### config.mk
export PLATFORM = sky130hd
export DESIGN_NAME = lcms_queue
export DESIGN_NICKNAME = d
export VERILOG_FILES = /design/src/rtl/core/lcms_queue.sv
export VERILOG_INCLUDE_DIRS = /design/src /design/src/rtl/core
export SDC_FILE = /design/constraint.sdc
export NUM_CORES = 1
export LEC_CHECK = 0
export BUFFER_PORTS_ARGS = -buffer_cell sky130_fd_sc_hd__buf_4
export CAP_MARGIN = 0
export CORE_ASPECT_RATIO = 1.4
export CORE_MARGIN = 2
export CORE_UTILIZATION = 40
export CTS_CLUSTER_SIZE = 30
export DETAILED_ROUTE_END_ITERATION = 8
export HOLD_SLACK_MARGIN = 0.08
export MAX_ROUTING_LAYER = met4
export SYNTH_ARGS = -nofsm -noshare
export SYNTH_HDL_FRONTEND = slang
export SYNTH_SLANG_ARGS = --single-unit
### constraint.sdc
create_clock -name i_clk -period 1.6 [get_ports i_clk]
set_clock_uncertainty 0.05 [all_clocks]
set_input_delay 0.16 -clock i_clk [delete_from_list [all_inputs] [get_ports i_clk]]
set_output_delay 0.16 -clock i_clk [all_outputs]
set_load 0.02 [all_outputs]
### src/rtl/core/learned_count_min_sketch_unit_assert.svh
// assertion macros for the learned count-min sketch unit
`ifndef LEARNED_COUNT_MIN_SKETCH_UNIT_ASSERT_SVH
`define LEARNED_COUNT_MIN_SKETCH_UNIT_ASSERT_SVH
`ifndef ASSERT_OFF
`define LCMS_ASSERT(label, clk, rst_n, prop, msg) \
    label: assert property (@(posedge clk) disable iff (!rst_n) (prop)) else $error(msg);
`define LCMS_ASSERT_RST(label, clk, prop, msg) \
    label: assert property (@(posedge clk) (prop)) else $error(msg);
`else
`define LCMS_ASSERT(label, clk, rst_n, prop, msg)
`define LCMS_ASSERT_RST(label, clk, prop, msg)
`endif
`endif

### src/rtl/core/lcms_queue.sv
// short fifo between front and back ends
module lcms_queue #(
    parameter int W = 8
) (
    input  logic         i_clk,
    input  logic         i_rst_n,
    input  logic         i_push,
    input  logic [W-1:0] i_data,
    output logic         o_full,
    input  logic         i_pop,
    output logic         o_empty,
    output logic [W-1:0] o_data
);
    logic [1:0][W-1:0] r_mem;
    logic r_wp, r_rp;
    logic [1:0] r_cnt;

    assign o_full  = (r_cnt == 2'd2);
    assign o_empty = (r_cnt == 2'd0);
    assign o_data  = r_mem[r_rp];

    always_ff @(posedge i_clk) begin
        if (i_push) r_mem[r_wp] <= i_data;
        if (!i_rst_n) begin
            r_wp <= 1'b0; r_rp <= 1'b0; r_cnt <= 2'd0;
        end else begin
            if (i_push) r_wp <= ~r_wp;
            if (i_pop) r_rp <= ~r_rp;
            r_cnt <= r_cnt + {1'b0, i_push} - {1'b0, i_pop};
        end
    end

`include "learned_count_min_sketch_unit_assert.svh"
    `LCMS_ASSERT(a_no_overflow, i_clk, i_rst_n, !(i_push && o_full), "queue overflow")
    `LCMS_ASSERT(a_no_underflow, i_clk, i_rst_n, !(i_pop && o_empty), "queue underflow")
    `LCMS_ASSERT(a_cnt_range, i_clk, i_rst_n, r_cnt != 2'd3, "queue count out of range")
endmodule

# Word-level counts from Yosys, hierarchy flattened
# Cells that the tools add are included.
# Widths: inputs -> output; s select.
dict set report totals {
  regBits 20
  inputBits 12
  word_cells 20
}
dict set report op_classes {
  n_addsub 2
  n_eq_ne 1
  bitwise 2
  mux 5
  n_lt_le_gt_ge 3
  n_reduce_logical 2
}
# cell n
set op_table {}
lappend op_table {{$mux 8} 3}
lappend op_table {{$bwmux 16} 1}
lappend op_table {{$demux 8 s1} 1}
lappend op_table {{$lt 1x2->1 const B} 2}
lappend op_table {{$add 2x1->2} 1}
lappend op_table {{$eq 2x2->1 const B} 1}
lappend op_table {{$logic_not 2->1} 1}
lappend op_table {{$not 1->1} 2}
lappend op_table {{$sub 2x1->2} 1}
lappend op_table {{$ge 1x1->1 const B} 1}
lappend op_table {{$logic_and 1x1->1} 1}

# Logic depth before layout (Yosys ltp)
# Gate-level depths: netlist of the first run.
dict set report depth {
  ltp_word 5
  mapped_depth 6
  mapped_depth_nobuf 6
}

# Least setup slack after synthesis of the first run
# OpenSTA, ideal clock, no wires.
dict set report synth_path {
  path_type {register to register}
  from {reg r_cnt[0]}
  to {reg r_cnt[1]}
  synth_period_minus_slack_ns 1.201
  setup_time_ns 0.065
  setup_slack_ns 0.399
  t_arrival_ns 1.086
  required_time_ns 1.485
  stages_incl_launch_ff 7
  n_path_buf 0
  path_cell_list {dfxtp_1 -> inv_1 -> ha_1 -> inv_1 -> ha_1 -> xnor3_1 -> nor2b_1}
}
dict set report synth_via {
  elab_chain_cells 2
}
# item line
set synth_rtl {}
lappend synth_rtl {{start, declared} lcms_queue.sv:16} ;# logic [1:0] r_cnt;
lappend synth_rtl {{start signal, assigned} lcms_queue.sv:29} ;# r_cnt <= r_cnt + {1'b0, i_push} - {1'b0, i_pop};
lappend synth_rtl {{$add 2x1->2} lcms_queue.sv:29}
lappend synth_rtl {{$sub 2x1->2} lcms_queue.sv:29}
# Every way passes these cells.
# A chain may end at the register's enable or synchronous reset.

# Worst setup path in the final report of the first run
dict set report layout_path {
  from {reg r_rp}
  to {out o_data[1]}
}
dict set report layout_via {
  elab_chain_cells 2
}
# item line
set layout_rtl {}
lappend layout_rtl {{start, declared} lcms_queue.sv:15} ;# logic r_wp, r_rp;
lappend layout_rtl {{start signal, assigned} lcms_queue.sv:28} ;# if (i_pop) r_rp <= ~r_rp;
lappend layout_rtl {{$mux 8 (implied by the code) (2 in series)} lcms_queue.sv:20} ;# assign o_data = r_mem[r_rp];
lappend layout_rtl {{end, declared} lcms_queue.sv:12} ;# output logic [W-1:0] o_data
# Every way passes these cells. The select of a mux whose other input is x is not followed.

==> run_results.csv, run 1 <==
group,metric,value,unit
detailed_routing,totalWireLength,1104,um
power,swShare,0.2427,
power,power_density,1010,nW/um^2
layout,drive_gt1_frac,0.3333,
placement,io_buffers,21,
detailed_routing,drt_iter0_markers,6,
detailed_routing,wl_per_cell,11.27,um
timing,setup_viol,0,
detailed_routing,drc,0,
power,pwr-share-clk,0.212,
clock_network,cts_max_path_buffers,2,
worst_hold_path,whs_path_depth,3,
detailed_routing,antenna_left,0,
critical_path,reg2reg_from,"r_cnt[0]",
power,power.share.combinational,0.216,
detailed_routing,viasPerCell,4.673,
timing,clock.fmax,673.0,MHz
global_route,grt_max_degree,12,
clock_network,clkTransAtPathRegs,0.11,ns
layout,insertedDiodeCount,0,
logic_synthesis,yosysSeqAreaShare,0.7214,
layout,syn_to_final_growth,38.65,%
floorplan,dieArea,2316,sq um
critical_path,cp.required,1.39,ns
clock_network,cts_tree,"done",
global_route,grt_pass1_wl,1662,um
critical_path,r2r_setup_slack,0.32,ns
critical_path,start_kind,"register",
layout,finish.utilization,0.5979,
critical_path,arrival,1.28,ns
clock_network,clockRootBuffer,"clkbuf_4",
clock_network,cts_num_sinks,20,
critical_path,cp-end-kind,"output pin",
timing,finalHoldViolCount,0,
floorplan,coreArea,1802,sq um
floorplan,die_h,56.15,um
clock_network,htree_num_levels,1,
logic_synthesis,postSynthAreaPerCell,17.66,sq um
timing,rsz0062_at_grt,"false",
clock_network,cts_buffers,3,
critical_path,path_class,"reg -> out",
worst_hold_path,worstHoldStart,"i_push",
floorplan,ios,22,
global_route,track_usage,0.1144,
detailed_routing,first_pass_iters,4,
floorplan,initial_core_util,0.4312,
logic_synthesis,synth_cell_types,12,
detailed_routing,vias,458,
power,p_seq_frac,0.572,
power,p_switching,264.1,uW
power,power_leakage,0.4391,nW
placement,gp_congestion,0.6062,
logic_synthesis,ys_ff_latch,20,
floorplan,dieWidth,41.25,um
floorplan,fp-row-count,18,
power,peakVddDrop,0.0006496,V
timing,min_period,1.486,ns
global_route,antenna_found_initial,0,
timing,slew_violations,0,
global_route,grt_overflow,0,
clock_network,insertion_delay,0.29,ns
global_route,first_global_vias,425,
run,drv_cap,0,
layout,fillers,151,
critical_path,crit_fanout,9,
timing,slew_headroom,0.7449,
logic_synthesis,netlist_area,777.0,sq um
critical_path,r2r_end,"r_cnt[1]",
clock_network,postCtsSetupRepairBufs,0,
worst_hold_path,whs_endpoint,"r_wp",
logic_synthesis,syn-num-nets,58,
logic_synthesis,ys_warn_count,0,
worst_hold_path,hp-class,"in -> reg",
status,status,"finished, final reports clean",
timing,timing.setup.tns,0,ns
timing,worst_slew_pin_slew,0.3826,ns
timing,finalCritPeriodShare,0.9286,
layout,final_net_count,93,
logic_synthesis,synth_cells,44,
power,intPower,823.9,uW
critical_path,rr_worst_depth,6,
-- routing by layer --
| layer | up-vias | GRT usage | wire length [um] |
|---|---|---|---|
| met5 | - | - | 0 |
| met4 | 0 | 0.06912 | 0 |
| met3 | 0 | 0.03600 | 60 |
| met2 | 14 | 0.1920 | 614 |
| met1 | 216 | 0.1000 | 429 |
| li1 | 228 | - | - |
-- worst max-delay path by stage --
| stage | slack, ns | start | endpoint | cells after the start |
|---|---|---|---|---|
| floorplan | 0.40 | r_cnt[0] | r_cnt[1] | 6 |
| global placement | 0.29 | r_rp | o_data[1] | 2 |
| detailed placement | 0.27 | r_rp | o_data[1] | 2 |
| CTS | 0.08 | r_rp | o_data[1] | 2 |
| global route | 0.03 | r_rp | o_data[5] | 2 |
| finish | 0.11 | r_rp | o_data[1] | 2 |
-- cell families after synthesis --
| family | synth area share |
|---|---|
| flops | 0.7214 |
| simple gates | 0.06118 |
| mux | 0.1159 |
| xor+xnor | 0.04026 |
| fa+ha+maj | 0.03220 |
| buf+inv | 0.01933 |
| compound gates | 0.009665 |
-- power groups by stage --
stage          registers (mW)  clock network [mW]  logic [mW]
2_1_floorplan           0.622                   0       0.139
3_3_place_gp            0.633                   0       0.216
3_5_place_dp            0.635                   0       0.220
4_1_cts                 0.623               0.245       0.238
5_1_grt                 0.627               0.266       0.254
6_report                0.622               0.231       0.235
-- state kept, by name (all words and copies together), names as in the netlist --
name   flops
r_wp       1
r_rp       1
r_cnt      2
r_mem     16
-- per-stage QoR --
step / hold WS (ns) / setup slack, ns / power (mW) / instances / instance area [sq um]
after floorplan: 0.2089 / 0.3990 / 0.7610 / 44 / 777.0
after global placement: 0.2952 / 0.2904 / 0.8496 / 85 / 959.7
after detailed placement: 0.2987 / 0.2716 / 0.8541 / 85 / 959.7
after CTS: 0.1225 / 0.07752 / 1.106 / 98 / 1077
after global routing: 0.1333 / 0.02677 / 1.147 / 98 / 1077
final: 0.1369 / 0.1142 / 1.088 / 98 / 1077
-- timing repair --
item | CTS | global route
endpoints found under the hold margin | 20 | 0
endpoints found under the setup margin | 8 | 0
gates resized for setup | 1 | 0
hold buffers | 9 | 0
-- cell usage after synthesis --
| cell type | n | area share |
|---|---|---|
| edfxtp_1 | 16 | 0.62 |
| dfxtp_1 | 4 | 0.10 |
| nor2_1 | 1 | 0.0048 |
| buf_4 | 1 | 0.0097 |
| xor2_1 | 1 | 0.011 |
| ha_1 | 2 | 0.032 |
| and2_1 | 3 | 0.024 |
| mux2_1 | 8 | 0.12 |
| inv_1 | 2 | 0.0097 |
| o21a_1 | 1 | 0.0097 |
| xnor3_1 | 1 | 0.029 |
| nor2b_1 | 4 | 0.032 |
-- cell usage in the layout, fill, tap and decap left out --
| cell | count |
|---|---|
| xnor3_1 | 1 |
| edfxtp_1 | 16 |
| inv_1 | 2 |
| and2_1 | 3 |
| buf_4 | 22 |
| o21a_1 | 1 |
| dlygate4sd3_1 | 9 |
| nor2_1 | 1 |
| mux2_1 | 8 |
| clkbuf_4 | 3 |
| nor2b_1 | 4 |
| xor2_1 | 1 |
| dfxtp_1 | 3 |
| ha_1 | 2 |
| dfxtp_2 | 1 |
| clkinv_1 | 1 |
-- worst max-delay path, cell delays in order (launching register included) --
cell and delay, ns:
dfxtp_2 0.47, mux2_1 0.36, buf_4 0.16
-- final cells by class --
type	count	area, sq um	share of cell area
clock buffer	3	22.52	0.02091
multi-input combinational	21	201.4	0.1870
tap	20	25.02	0.02323
clock inverter	1	3.754	0.003484
sequential	20	561.8	0.5215
timing repair buffer	31	255.2	0.2369
inverter	2	7.507	0.006969
Note: power is estimated with default switching activity, not from simulation.
==> inputs of run 2 (changes only) <==
- ABC_CLOCK_PERIOD_IN_PS: unset -> 1600
- CELL_PAD_IN_SITES_DETAIL_PLACEMENT: unset -> 0
- CELL_PAD_IN_SITES_GLOBAL_PLACEMENT: unset -> 1
- PLACE_DENSITY_LB_ADDON: unset -> 0.1
- SETUP_SLACK_MARGIN: unset -> 0.2
==> run 2 against run 1 <==
Critical path depth is 1 higher. Total power up 5.3%. Cell count rose by 5.1%. Global-route usage decreased by 0.20 points. Sequential share of layout area decreased by 4.9 points. Cell area rose by 11%. Via count is 0.87% higher. Routed wire length is 3.7% higher. Sequential cell count stayed put. Critical path type unchanged. Largest cell class unchanged. Largest power group unchanged.
==> run_results.csv, run 2 (same netlist as run 1, synthesis figures left out) <==
group,metric,value,unit
critical_path,cp-end-kind,"output pin",
floorplan,dieWidth,41.25,um
floorplan,dieArea,2316,sq um
placement,dpl.hpwl,788.4,um
clock_network,insertion_delay,0.28,ns
layout,drive_gt1_frac,0.4699,
timing,worst_slew_pin_slew,0.3742,ns
detailed_routing,dr.max_layer_used,"met3",
layout,syn_to_final_growth,53.62,%
floorplan,ios,22,
detailed_routing,totalWireLength,1145,um
detailed_routing,drc,0,
critical_path,cp.required,1.39,ns
placement,gp_congestion,0.6281,
placement,dp.cells,86,
floorplan,coreArea,1802,sq um
floorplan,die_h,56.15,um
clock_network,clkTransAtPathRegs,0.10,ns
power,power.share.combinational,0.265,
critical_path,start_kind,"register",
critical_path,crit_fanout,4,
critical_path,cp_cell_sequence,"buf_12 -> mux2_4 -> buf_6",
layout,finish.utilization,0.6625,
timing,clock.fmax,702.9,MHz
critical_path,cpPeakStageDelay,0.37,ns
detailed_routing,dr_wl_met3,49,um
clock_network,htree_num_levels,1,
power,peakVddDrop,0.0006437,V
layout,largest_reg_flops,16,
detailed_routing,wl_met2,655,um
timing,setup_viol,0,
layout,fillers,141,
timing,hold_slack,0.1435,ns
layout,final_cell_mix,"buf_4, edfxtp_1, dlygate4sd3_1, buf_6, mux2_4",
clock_network,cts_num_sinks,20,
power,swShare,0.2348,
status,status,"finished, final reports clean",
critical_path,path_class,"reg -> out",
clock_network,cts_max_path_buffers,2,
global_route,first_global_vias,409,
layout,instances_no_fill,103,
clock_network,cts_tree,"done",
timing,min_period,1.423,ns
worst_hold_path,hp-class,"in -> reg",
detailed_routing,viasPerCell,4.485,
detailed_routing,first_pass_iters,2,
global_route,grt_max_degree,12,
global_route,track_usage,0.1124,
timing,rsz0062_at_grt,"true",
layout,multi_input_area,231.5,sq um
clock_network,cts_buffers,3,
layout,regArea,564.3,sq um
detailed_routing,drt_iter0_markers,8,
timing,timing.setup.tns,0,ns
critical_path,arrival,1.21,ns
power,pwr-share-clk,0.196,
power,intPower,876.7,uW
run,drv_cap,0,
layout,reg_top3,"r_mem (16), r_cnt (2)",
placement,io_buffers,21,
floorplan,fp-row-count,18,
critical_path,cp_slowest_cell,"dfxtp_4",
detailed_routing,antenna_left,0,
timing,slew_violations,0,
layout,final_net_count,98,
global_route,grt_pass1_wl,1656,um
timing,finalHoldViolCount,0,
timing,finalCritPeriodShare,0.8892,
detailed_routing,wl_per_cell,11.12,um
detailed_routing,wl_met1,440,um
detailed_routing,vias,462,
floorplan,initial_core_util,0.4312,
power,power_leakage,0.5076,nW
power,p_seq_frac,0.540,
layout,top_register,"r_mem",
layout,insertedDiodeCount,0,
timing,slew_headroom,0.7505,
global_route,grt_overflow,0,
layout,final_common_cell,"buf_4",
power,power_density,959.9,nW/um^2
power,p_switching,269.0,uW
clock_network,clockRootBuffer,"clkbuf_4",
global_route,antenna_found_initial,0,
-- run 2: cell types whose count changed in the layout (fill, tap and decap cells not counted) --
cell / change
buf_6: +9
buf_12: +1
buf_4: -5
mux2_1: -8
mux2_4: +8
dfxtp_4: +1
dfxtp_2: -1
-- run 2: power by group through the flow --
stage,Clock (mW),Combinational (mW),Sequential (mW)
after floorplan,0,0.139,0.622
after global placement,0,0.219,0.633
after detailed placement,0,0.220,0.634
after CTS,0.234,0.307,0.618
after global routing,0.257,0.328,0.622
final,0.224,0.303,0.618
-- run 2: layer usage --
layer,track usage,vias up
li1,-,238
met1,0.1147,212
met2,0.1808,12
met3,0.03600,0
met4,0.05530,0
met5,-,-
-- run 2: final cells by class --
type,count,share of cell area
clock buffers,3,0.01887
flip-flops and latches,20,0.4727
inverters,2,0.006289
clock inverters,1,0.003145
repair buffers,36,0.2841
multi-input cells,21,0.1939
well taps,20,0.02096
-- run 2: worst max-delay path: cells and delay by family (launching register included) --
family,cells,cell delay [ns]
multiplexers,1,0.30
flip-flops,1,0.37
buffers and inverters,2,0.26
-- run 2: per-stage QoR --
| step | worst slack [ns] | power, mW | cell area (sq um) |
|---|---|---|---|
| floorplan | 0.3990 | 0.7610 | 777.0 |
| global placement | 0.2957 | 0.8515 | 967.2 |
| detailed placement | 0.2815 | 0.8546 | 967.2 |
| CTS | 0.1645 | 1.160 | 1194 |
| global route | 0.1188 | 1.207 | 1194 |
| finish | 0.1773 | 1.146 | 1194 |
-- run 2: repair_timing --
action	4_1_cts	5_1_grt
buffers inserted	4	0
setup endpoints to repair	8	8
hold buffers	9	0
hold endpoints to repair	20	0
resized for setup	21	0
-- run 2: worst paths after layout --
kind | cells after the start | slack (ns) | endpoint | from
setup reg to reg | 6 | 0.34 | r_cnt[1] | r_cnt[0]
setup / recovery | 3 | 0.18 | o_data[7] | r_rp
hold reg to reg | 2 | 0.57 | r_wp | r_wp
hold / removal | 3 | 0.14 | r_rp | i_pop
==> inputs of run 3 (changes only) <==
- MAX_ROUTING_LAYER: met4 -> unset
==> run 3 against run 2 <==
Sequential power is essentially flat. Sequential cell count is the same. Worst setup slack is essentially flat. Largest cell class unchanged. First-iteration DRC count is the same. Via count is the same. Routed wire length shrank 0.17%.
==> run_results.csv, run 3 (same netlist as run 1, synthesis figures left out) <==
group,metric,value,unit
timing,slew_violations,0,
detailed_routing,totalWireLength,1143,um
detailed_routing,wl_per_cell,11.10,um
floorplan,coreArea,1802,sq um
clock_network,clockRootBuffer,"clkbuf_4",
power,power_leakage,0.5076,nW
critical_path,arrival,1.21,ns
floorplan,die_h,56.15,um
layout,syn_to_final_growth,53.62,%
power,p_seq_frac,0.540,
layout,regArea,564.3,sq um
power,swShare,0.2348,
placement,dp.cells,86,
detailed_routing,drt_iter0_markers,8,
global_route,track_usage,0.1097,
layout,drive_gt1_frac,0.4699,
timing,min_period,1.423,ns
clock_network,insertion_delay,0.28,ns
floorplan,fp-row-count,18,
placement,io_buffers,21,
clock_network,cts_buffers,3,
global_route,grt_overflow,0,
layout,final_net_count,98,
power,pwr-share-clk,0.196,
clock_network,cts_max_path_buffers,2,
critical_path,crit_fanout,4,
timing,rsz0062_at_grt,"true",
critical_path,cp.required,1.39,ns
clock_network,cts_num_sinks,20,
layout,multi_input_area,231.5,sq um
global_route,grt_max_degree,12,
global_route,first_global_vias,407,
layout,instances_no_fill,103,
power,total_power,1.146,mW
power,p_switching,269.0,uW
layout,insertedDiodeCount,0,
detailed_routing,antenna_left,0,
timing,timing.setup.tns,0,ns
power,power_density,959.8,nW/um^2
critical_path,start_kind,"register",
layout,finish.utilization,0.6625,
floorplan,initial_core_util,0.4312,
floorplan,dieWidth,41.25,um
detailed_routing,vias,462,
timing,finalHoldViolCount,0,
clock_network,cts_tree,"done",
power,power.share.combinational,0.265,
status,status,"finished, final reports clean",
timing,finalCritPeriodShare,0.8891,
layout,reg_top3,"r_mem (16), r_cnt (2)",
layout,fillers,141,
critical_path,path_class,"reg -> out",
run,drv_cap,0,
detailed_routing,viasPerCell,4.485,
global_route,antenna_found_initial,0,
critical_path,r2r_setup_slack,0.34,ns
worst_hold_path,hp-class,"in -> reg",
floorplan,dieArea,2316,sq um
layout,top_register,"r_mem",
power,intPower,876.7,uW
floorplan,ios,22,
timing,clock.fmax,702.9,MHz
clock_network,clkTransAtPathRegs,0.10,ns
detailed_routing,drc,0,
clock_network,htree_num_levels,1,
layout,largest_reg_flops,16,
timing,worst_slew_pin_slew,0.3742,ns
placement,dpl.hpwl,788.4,um
layout,final_common_cell,"buf_4",
placement,gp_congestion,0.6234,
critical_path,cp-end-kind,"output pin",
global_route,grt_pass1_wl,1656,um
detailed_routing,first_pass_iters,2,
timing,slew_headroom,0.7505,
power,peakVddDrop,0.0006438,V
layout,final_cell_mix,"buf_4, edfxtp_1, dlygate4sd3_1, buf_6, mux2_4",
timing,setup_viol,0,
timing,hold_slack,0.1436,ns
-- run 3: cell counts in the layout (fill, tap and decap cells not counted) --
No cell type changed its count.
-- run 3: metal layers --
metal	GRT usage	vias to the layer above	part of all wire
met5	0	-	0
met4	0.05530	0	0
met3	0.03600	0	0.038
met2	0.1808	12	0.58
met1	0.1147	212	0.39
li1	-	238	-
-- run 3: power groups by stage --
stage                     registers [mW]  clock network (mW)  logic, mW
after global placement             0.633                   0      0.219
after CTS                          0.618               0.234      0.307
after global routing               0.622               0.257      0.328
after detailed placement           0.634                   0      0.220
final                              0.618               0.224      0.303
after floorplan                    0.622                   0      0.139
-- run 3: area by class of cell --
| class | count | area share |
|---|---|---|
| Inverter | 2 | 0.006289 |
| Clock buffer | 3 | 0.01887 |
| Sequential cell | 20 | 0.4727 |
| Timing Repair Buffer | 36 | 0.2841 |
| Multi-Input combinational cell | 21 | 0.1939 |
| Tap cell | 20 | 0.02096 |
| Clock inverter | 1 | 0.003145 |
-- run 3: final timing paths --
kind                  from  cells after the start        end
setup reg to reg  r_cnt[0]                      6   r_cnt[1]
hold / removal       i_pop                      3       r_rp
hold reg to reg       r_wp                      2       r_wp
setup / recovery      r_rp                      3  o_data[7]
-- run 3: repair_timing --
item                       in CTS  in global routing
setup endpoints to repair       8                  8
resized for setup              21                  0
hold endpoints to repair       20                  0
gates cloned                    0                  0
hold buffers                    9                  0
setup buffers                   4                  0
-- run 3: worst max-delay path: stages, from the launching register on --
cell     delay (ns)
dfxtp_4        0.37
buf_12         0.13
mux2_4         0.30
buf_6          0.13
-- run 3: per-stage QoR --
| stage | area [sq um] | setup WS, ns |
|---|---|---|
| floorplan | 777.0 | 0.3990 |
| detailed placement | 967.2 | 0.2815 |
| global placement | 967.2 | 0.2957 |
| global route | 1194 | 0.1188 |
| finish | 1194 | 0.1774 |
| CTS | 1194 | 0.1645 |
